===== config.mk =====
export PLATFORM = sky130hd
export DESIGN_NAME = tvs_lerp
export DESIGN_NICKNAME = d
export VERILOG_FILES = /design/src/rtl/tvs_lerp.sv
export SDC_FILE = /design/constraint.sdc
export NUM_CORES = 1
export LEC_CHECK = 0
export BUFFER_PORTS_ARGS = -buffer_cell sky130_fd_sc_hd__buf_4
export CORE_UTILIZATION = 60
export DETAILED_ROUTE_END_ITERATION = 8
export PLACE_DENSITY = 0.78
export SLEW_MARGIN = 20
export SYNTH_ARGS = -nofsm -noshare
export SYNTH_HDL_FRONTEND = slang
export SYNTH_SLANG_ARGS = --single-unit

===== constraint.sdc =====
create_clock -name i_clk -period 15.05 [get_ports i_clk]
set_clock_uncertainty 0.2 [all_clocks]
set_input_delay 0 -clock i_clk [delete_from_list [all_inputs] [get_ports i_clk]]
set_output_delay 0 -clock i_clk [all_outputs]
set_load 0.01 [all_outputs]

===== src/rtl/tvs_lerp.sv =====
`timescale 1ns / 1ps
`default_nettype none
// One registered blend: floor((a*(1-t) + b*t + half) / 2^F).
module tvs_lerp #(
    parameter int unsigned VW = 32,
    parameter int unsigned FRAC_BITS = 16
) (
    input  wire logic                 i_clk,
    input  wire logic                 i_en,
    input  wire logic signed [VW-1:0] i_a,
    input  wire logic signed [VW-1:0] i_b,
    input  wire logic [FRAC_BITS-1:0] i_t,
    output logic signed [VW-1:0]      o_y
);
    localparam int unsigned SW = VW + FRAC_BITS + 2;
    localparam logic signed [SW-1:0] HALF = SW'(1) << (FRAC_BITS - 1);
    logic signed [SW-1:0] w_ax;
    logic signed [SW-1:0] w_d;
    logic signed [SW-1:0] w_t;
    logic signed [SW-1:0] w_s;

    // a + (b-a)*t keeps one multiplier.
    always_comb begin
        w_ax = {{(SW-VW){i_a[VW-1]}}, i_a};
        w_d  = {{(SW-VW){i_b[VW-1]}}, i_b} - w_ax;
        w_t  = {{(SW-FRAC_BITS){1'b0}}, i_t};
        w_s  = (w_ax <<< FRAC_BITS) + w_d * w_t + HALF;
    end

    always_ff @(posedge i_clk) begin
        if (i_en) begin
            o_y <= VW'(w_s >>> FRAC_BITS);
        end
    end
endmodule
`default_nettype wire


==> impl_metrics.env, run 1 <==
export IMPL_status="completed"
export IMPL_syn_area_per_cell_um2=9.00
export IMPL_htreeDepth=2
export IMPL_grt_max_degree=36
export IMPL_largest_reg_flops=32
export IMPL_ys_dominant_reg_cell="edfxtp_1"
export IMPL_cts_tree="built"
export IMPL_grt_overflow=0
export IMPL_crit_path_start_kind="input port"
export IMPL_wl_per_cell_um=19.7
export IMPL_finalHoldViolCount=0
export IMPL_cts_resized_gates=0
export IMPL_drt_iter0_drc=1224
export IMPL_syn_area_um2=22000
export IMPL_grt_pass1_wl_mm=96.8
export IMPL_crit_family="adder cells"
export IMPL_maxCapViolCount=0
export IMPL_antennaDiodeCount=0
export IMPL_hold_path_class="input port to register"
export IMPL_cp_num_buf_inv=7
export IMPL_worstSetupPathType="input port to register"
export IMPL_cpPeakStageDelay_ns=0.67
export IMPL_clock_tree_root_cell="clkbuf_16"
export IMPL_initial_core_util_pct=61.5
export IMPL_post_route_drc_count=0
export IMPL_finalCritPeriodShare_pct=61.2
export IMPL_final_setup_viol_count=0
export IMPL_ant_nets=0
export IMPL_drt_vias_per_instance=5.65
export IMPL_die_x_um=194
export IMPL_ys_seq_area_share_pct=4.36
export IMPL_core_region_area_um2=35800
export IMPL_drive_gt1_share_pct=6.91
export IMPL_clock_path_buffers=2
export IMPL_slew_violations=0
export IMPL_cp_common_cell="fa_1"
export IMPL_synth_top_area_share_pct=48.0
export IMPL_die_h_um=194
export IMPL_rsz0062_at_grt="no"
export IMPL_final_min_clock_period_ns=9.20
export IMPL_yosys_warnings=0
export IMPL_dieArea_um2=37500
export IMPL_end_kind="register"
export IMPL_synth_async_reset_ratio_pct=0
export IMPL_grt_pass1_vias=18954
export IMPL_regArea_um2=961
export IMPL_ys_seq_elements=32
export IMPL_routed_wirelength_mm=58.3
export IMPL_antenna_found_initial=2
export IMPL_synth_edff_count=32
export IMPL_tns_ns=0
export IMPL_row_count=69
export IMPL_top_register="o_y"
export IMPL_dp_hpwl_mm=46.9
export IMPL_io_buffers=113
export IMPL_synth_top_area_cell="fa_1"
export IMPL_multi_input_area_um2=18300
export IMPL_slew_headroom_pct=28.2
export IMPL_boundaryPins=114
export IMPL_fillCellCount=2905
export IMPL_synthToLayoutAreaGrowth_pct=6.45
export IMPL_numCtsBuffers=5
export IMPL_worstPathMaxFanout=16
export IMPL_clock_sinks=32
export IMPL_reg_top3="o_y (32)"
export IMPL_arrival_ns=9.05
export IMPL_synth_fp_nets=3217
export IMPL_synthCells=2449
export IMPL_post_cts_setup_buffers=0
export IMPL_cts_reportedPaths_clkPinSlew_ns=0.06
export IMPL_worst_path_max_delay_cell="or4_4"
export IMPL_max_freq_ghz=0.109
export IMPL_synth_area_leaders="fa_1 (48%), inv_1 (11%), ha_1 (9.0%)"
export IMPL_required_ns=14.89
export IMPL_tightest_slew_ns=1.07
export IMPL_vias=16653
export IMPL_globalplace_congestion=0.924
export IMPL_dr_pass1_iters=5
export IMPL_track_usage_pct=33.5
export IMPL_nets=3256
export IMPL_synthDistinctLibCells=63
==> layer usage <==
| metal | up-vias | track usage, % | wire length, um |
|---|---|---|---|
| met4 | 0 | 18.1 | 3630 |
| met3 | 228 | 4.64 | 4480 |
| met2 | 754 | 59.1 | 29100 |
| li1 | 7243 | - | - |
| met5 | - | 0 | 0 |
| met1 | 8428 | 39.8 | 21100 |
==> metrics by stage <==
stage | area [um^2] | utilization [%] | hold WS, ns | std cells | worst slack, ns
after floorplan | 22000 | - | -0.0875 | 2449 | 7.20
after global placement | 23300 | 65.0 | 0.208 | 2941 | 5.86
after detailed placement | 23300 | 65.0 | 0.208 | 2941 | 5.66
after CTS | 23500 | 65.5 | 0.520 | 2950 | 5.95
after global routing | 23500 | 65.5 | 0.548 | 2950 | 5.58
final | 23500 | 65.5 | 0.521 | 2950 | 5.85
==> timing repair <==
action | CTS | global route
endpoints found under the hold margin | 27 | 0
hold buffers | 1 | 0
setup endpoints to repair | 0 | 0
==> logic make-up (layout without fill, tap and decap cells) <==
logic type | after synthesis | count (layout) | synth area share [%]
simple gates | 695 | 695 | 16.4
fa+ha+maj | 686 | 686 | 56.9
xor+xnor | 74 | 74 | 2.94
compound gates | 180 | 180 | 5.46
buf+inv | 765 | 805 | 13.1
mux | 17 | 17 | 0.818
flops | 32 | 32 | 4.36
==> path summary, 6_finish.rpt <==
| path | from | end | depth (start not counted) |
|---|---|---|---|
| worst min-delay path | i_b[31] | o_y[31] | 6 |
| worst max-delay path | i_b[0] | o_y[26] | 33 |
==> layout by cell type, fill, tap and decap left out, types with 4 or more instances in the layout <==
cell type	count
xnor2_1	40
nand2b_1	26
nor2_1	36
a21oi_1	54
a31oi_1	8
o21ai_0	26
o21a_1	11
mux2i_1	9
nor2b_1	16
and2_1	278
a211oi_1	10
or3_1	4
and4_1	4
fa_1	528
edfxtp_1	32
xnor2_2	7
o31ai_1	5
inv_1	663
clkbuf_16	5
o211ai_1	7
a21o_1	20
o21bai_1	9
buf_4	133
and3_1	11
nand2_1	254
ha_1	158
nand3_1	30
nor3b_1	4
nor3_1	11
nand4_1	6
xor2_1	24
mux2_2	8
==> Yosys cell counts, drive strengths merged (7+ instances only) <==
library cell / n
nor2: 38
a21o: 20
nor2b: 16
o21bai: 9
and3: 11
nand3: 30
o21ai: 28
edfxtp: 32
fa: 528
inv: 663
a31oi: 10
o211ai: 7
xnor2: 47
nand2: 254
o21a: 11
nand2b: 26
mux2i: 9
mux2: 8
ha: 158
a21oi: 55
a211oi: 11
and2: 278
xor2: 27
clkbuf: 96
nor3: 11
==> area by class of cell <==
class / instances / share of cell area [%]
Clock inverter: 3 / 0.0800
Tap cell: 461 / 2.46
Multi-Input combinational cell: 1652 / 77.9
Sequential cell: 32 / 4.10
Timing Repair Buffer: 134 / 4.30
Inverter: 663 / 10.6
Clock buffer: 5 / 0.533
Power of run 1 is not shown: default switching activity piles up to over one toggle a cycle in this logic, so the estimate is an artifact.
==> inputs of run 2 (changes only) <==
- clock period: 15.05 -> 8.88 ns (I/O delays scaled with it)
==> run 2 against run 1 <==
  * Wire length up 0.98%
  * Utilization grew 0.46 points
  * Non-clock buffer count increased by 24
  * First-iteration DRC count is 4.1% lower
  * Die area unchanged
  * Sequential share of layout area is essentially flat
  * Worst hold slack worse by 0.043 ns
  * Final area grew 0.70%
  * Global-route usage decreased by 0.22 points
  * Flip-flop and latch count stayed put
  * Clock-buffer cell count unchanged
  * Worst setup slack got worse by 5.5 ns
==> impl_metrics.env, run 2 (synthesis results as in run 1) <==
export IMPL_holdPathStages=6
export IMPL_status="completed"
export IMPL_worstSetupPathType="input port to register"
export IMPL_vias=16829
export IMPL_antennaDiodeCount=0
export IMPL_routed_wirelength_mm=58.8
export IMPL_reg_top3="o_y (32)"
export IMPL_post_route_drc_count=0
export IMPL_max_freq_ghz=0.117
export IMPL_clock_path_buffers=2
export IMPL_finalCritPeriodShare_pct=96.1
export IMPL_multi_input_area_um2=18200
export IMPL_grt_pass1_wl_mm=96.5
export IMPL_largest_reg_flops=32
export IMPL_end_kind="register"
export IMPL_cp_num_buf_inv=7
export IMPL_die_h_um=194
export IMPL_synthToLayoutAreaGrowth_pct=7.19
export IMPL_dieArea_um2=37500
export IMPL_grt_overflow=0
export IMPL_htreeDepth=2
export IMPL_fillCellCount=2910
export IMPL_finalHoldViolCount=0
export IMPL_clock_sinks=32
export IMPL_cp_common_cell="fa_1"
export IMPL_tightest_slew_ns=1.08
export IMPL_worst_path_max_delay_cell="fa_1"
export IMPL_wl_per_cell_um=19.8
export IMPL_slew_violations=0
export IMPL_slew_headroom_pct=27.7
export IMPL_die_x_um=194
export IMPL_grt_pass1_vias=18790
export IMPL_cts_reportedPaths_clkPinSlew_ns=0.06
export IMPL_crit_path_start_kind="input port"
export IMPL_dr_pass1_iters=6
export IMPL_track_usage_pct=33.3
export IMPL_io_buffers=113
export IMPL_tns_ns=0
export IMPL_final_setup_viol_count=0
export IMPL_cpPeakStageDelay_ns=0.52
export IMPL_drt_iter0_drc=1174
export IMPL_drive_gt1_share_pct=7.48
export IMPL_final_min_clock_period_ns=8.53
export IMPL_drt_vias_per_instance=5.66
export IMPL_nets=3280
export IMPL_core_region_area_um2=35800
export IMPL_hold_path_end="o_y[31]"
export IMPL_cts_tree="built"
export IMPL_maxCapViolCount=0
export IMPL_boundaryPins=114
export IMPL_grt_max_degree=37
export IMPL_required_ns=8.71
export IMPL_antenna_found_initial=1
export IMPL_arrival_ns=8.36
export IMPL_worstPathMaxFanout=7
export IMPL_dp_hpwl_mm=47.9
export IMPL_numCtsBuffers=5
export IMPL_worstHoldStart="i_b[31]"
export IMPL_hold_path_class="input port to register"
export IMPL_initial_core_util_pct=61.5
export IMPL_ant_nets=0
export IMPL_top_register="o_y"
export IMPL_final_cell_mix="inv_1 (663), fa_1 (528), and2_1 (278), nand2_1 (254), ha_1 (158)"
export IMPL_crit_family="adder cells"
export IMPL_globalplace_congestion=0.973
export IMPL_rsz0062_at_grt="no"
export IMPL_row_count=69
export IMPL_regArea_um2=961
export IMPL_final_common_cell="inv_1"
export IMPL_clock_tree_root_cell="clkbuf_16"
## run 2: cell types whose count changed in the layout (fill, tap and decap cells not counted), sizes merged
| cell | previous run | this run |
|---|---|---|
| bufinv | 0 | 1 |
| buf | 133 | 157 |
| clkinv | 3 | 2 |
## run 2: worst max-delay path by stage
stage | startpoint | endpoint | slack [ns] | cells past startpoint
2_1_floorplan | i_b[0] | o_y[26] | 1.03 | 33
3_3_place_gp | i_b[0] | o_y[31] | 0.22 | 33
3_5_place_dp | i_a[9] | o_y[26] | 0.08 | 31
4_1_cts | i_a[9] | o_y[26] | 0.36 | 31
5_1_grt | i_b[0] | o_y[26] | 0.06 | 33
6_report | i_b[0] | o_y[26] | 0.35 | 33
## run 2: what timing repair did
action                                  4_1_cts  5_1_grt
gates resized for setup                       0        2
buffers inserted                              0        0
hold buffers                                  1        0
endpoints found under the setup margin        0        2
endpoints found under the hold margin        14        0
## run 2: per-layer routing
metal / vias to the layer above / global-route usage [%] / wire length [um]
li1: 7295 / - / -
met1: 8565 / 39.3 / 21600
met2: 736 / 59.2 / 29800
met3: 233 / 4.61 / 3840
met4: 0 / 17.6 / 3600
met5: - / 0 / 0
## run 2: through the flow
stage	instance area [um^2]	util (%)	std cells	hold slack, ns	worst slack [ns]
floorplan	22000	-	2449	-0.0875	1.03
global placement	23400	65.4	2965	0.209	0.224
detailed placement	23400	65.4	2965	0.206	0.0787
CTS	23600	65.9	2974	0.465	0.363
global route	23600	65.9	2974	0.535	0.0569
finish	23600	65.9	2974	0.478	0.350
## run 2: tightest hold or removal path, cell delays in order
cell and delay, ns:
buf_4 0.09, ha_1 0.22, nand4_1 0.10, o211ai_1 0.17, xnor2_1 0.15, xnor2_1 0.14
## run 2: cell type report
class	count	area share [%]
timing repair buffer	158	5.03
sequential	32	4.07
inverter	663	10.5
tap	461	2.44
clock inverter	3	0.159
multi-input combinational	1652	77.2
clock buffer	5	0.530
Power of run 2 is left out for the same reason.
==> inputs of run 3 (changes only) <==
- CORE_UTILIZATION: 60 -> 59
- PLACE_DENSITY: 0.78 -> 0.8
- clock period: 8.88 -> 7.1 ns (I/O delays scaled with it)
==> run 3 against run 2 <==
  * The run now ends with negative setup slack left
  * Wire length grew 2.5%
  * Final area grew 13%
  * Flip-flop and latch count stayed put
  * Cell count increased by 9.9%
  * Highest routed layer unchanged
  * Non-clock buffer count grew 288
  * Critical path depth rose by 1
  * Worst hold slack better by 0.037 ns
  * Die area rose by 1.7%
  * Critical path type unchanged
  * Via count increased by 6.4%
  * Largest cell class unchanged
==> impl_metrics.env, run 3 (synthesis results as in run 1) <==
export IMPL_nets=3568
export IMPL_boundaryPins=114
export IMPL_end_kind="register"
export IMPL_crit_family="adder cells"
export IMPL_grt_pass1_wl_mm=99.1
export IMPL_finalHoldViolCount=0
export IMPL_placed_area_um2=25700
export IMPL_worstSetupPathType="input port to register"
export IMPL_arrival_ns=7.77
export IMPL_antenna_found_initial=5
export IMPL_rsz0062_at_grt="yes"
export IMPL_htreeDepth=2
export IMPL_hold_path_class="register to output pin"
export IMPL_clock_path_buffers=2
export IMPL_finalCritPeriodShare_pct=110
export IMPL_top_register="o_y"
export IMPL_worstPathMaxFanout=5
export IMPL_io_buffers=113
export IMPL_row_count=70
export IMPL_drive_gt1_share_pct=21.1
export IMPL_track_usage_pct=33.5
export IMPL_slew_violations=0
export IMPL_dr_pass1_iters=5
export IMPL_cp_common_cell="fa_1"
export IMPL_cpPeakStageDelay_ns=0.53
export IMPL_numCtsBuffers=5
export IMPL_core_region_area_um2=36700
export IMPL_clock_tree_root_cell="clkbuf_16"
export IMPL_routed_wirelength_mm=60.3
export IMPL_required_ns=7.07
export IMPL_final_util_pct=72.4
export IMPL_globalplace_congestion=0.913
export IMPL_worst_path_max_delay_cell="fa_1"
export IMPL_violations="negative setup slack"
export IMPL_clock_sinks=32
export IMPL_slew_headroom_pct=65.0
export IMPL_post_route_drc_count=0
export IMPL_die_h_um=195
export IMPL_final_setup_viol_count=29
export IMPL_cp_num_buf_inv=9
export IMPL_drt_iter0_drc=1317
export IMPL_dieArea_um2=38100
export IMPL_reg_top3="o_y (32)"
export IMPL_drt_vias_per_instance=5.48
export IMPL_grt_overflow=0
export IMPL_wl_per_cell_um=18.4
export IMPL_fillCellCount=2640
export IMPL_setup_slack_ns=-0.704
export IMPL_final_common_cell="inv_1"
export IMPL_crit_path_start_kind="input port"
export IMPL_final_cell_mix="inv_1 (648), fa_1 (520), buf_4 (423), and2_1 (271), nand2_1 (253)"
export IMPL_grt_pass1_vias=20421
export IMPL_whs_ns=0.515
export IMPL_largest_reg_flops=32
export IMPL_cts_tree="built"
export IMPL_dp_hpwl_mm=49.9
export IMPL_grt_max_degree=36
export IMPL_cts_reportedPaths_clkPinSlew_ns=0.06
export IMPL_ant_nets=0
export IMPL_final_min_clock_period_ns=7.80
export IMPL_synthToLayoutAreaGrowth_pct=20.6
export IMPL_die_x_um=195
export IMPL_status="finished, violations left"
export IMPL_tightest_slew_ns=0.526
export IMPL_fin_area_um2=26600
export IMPL_initial_core_util_pct=60.1
export IMPL_maxCapViolCount=0
export IMPL_vias=17914
export IMPL_max_freq_ghz=0.128
export IMPL_antennaDiodeCount=0
[run 3: what timing repair did]
action,in CTS,in global routing
setup buffers,16,12
gates resized for setup,67,43
setup endpoints to repair,28,31
pin swaps,49,50
endpoints found under the hold margin,17,0
hold buffers,1,0
[run 3: cell type report]
type                    instances  area, um^2  share of cell area, %
repair buffers                446        3480                   13.1
clock buffers                   5         125                  0.471
flip-flops and latches         32         961                   3.61
clock inverters                 3        18.8                 0.0706
multi-input cells            1652       18900                   71.1
inverters                     663        2510                   9.44
well taps                     468         586                   2.20
[run 3: path summary, 6_finish.rpt]
| check | from | to | slack [ns] | cells after the start |
|---|---|---|---|---|
| min | o_y[21] | o_y[21] | 0.51 | 1 |
| max | i_a[1] | o_y[29] | -0.70 | 34 |
[run 3: through the flow]
| step | setup WS [ns] | TNS [ns] | instances |
|---|---|---|---|
| global placement | -0.816 | -16.15 | 3234 |
| CTS | -0.552 | -8.54 | 3257 |
| finish | -0.704 | -12.47 | 3269 |
| global route | -0.895 | -19.34 | 3269 |
| floorplan | -0.397 | -3.22 | 2449 |
| detailed placement | -1.07 | -21.31 | 3234 |
[run 3: per-layer routing]
layer	track usage, %	routed length [um]
met1	37.1	21300
met2	61.9	31500
met3	4.28	3530
met4	18.8	3990
met5	0	0
Power of run 3 is left out for the same reason.
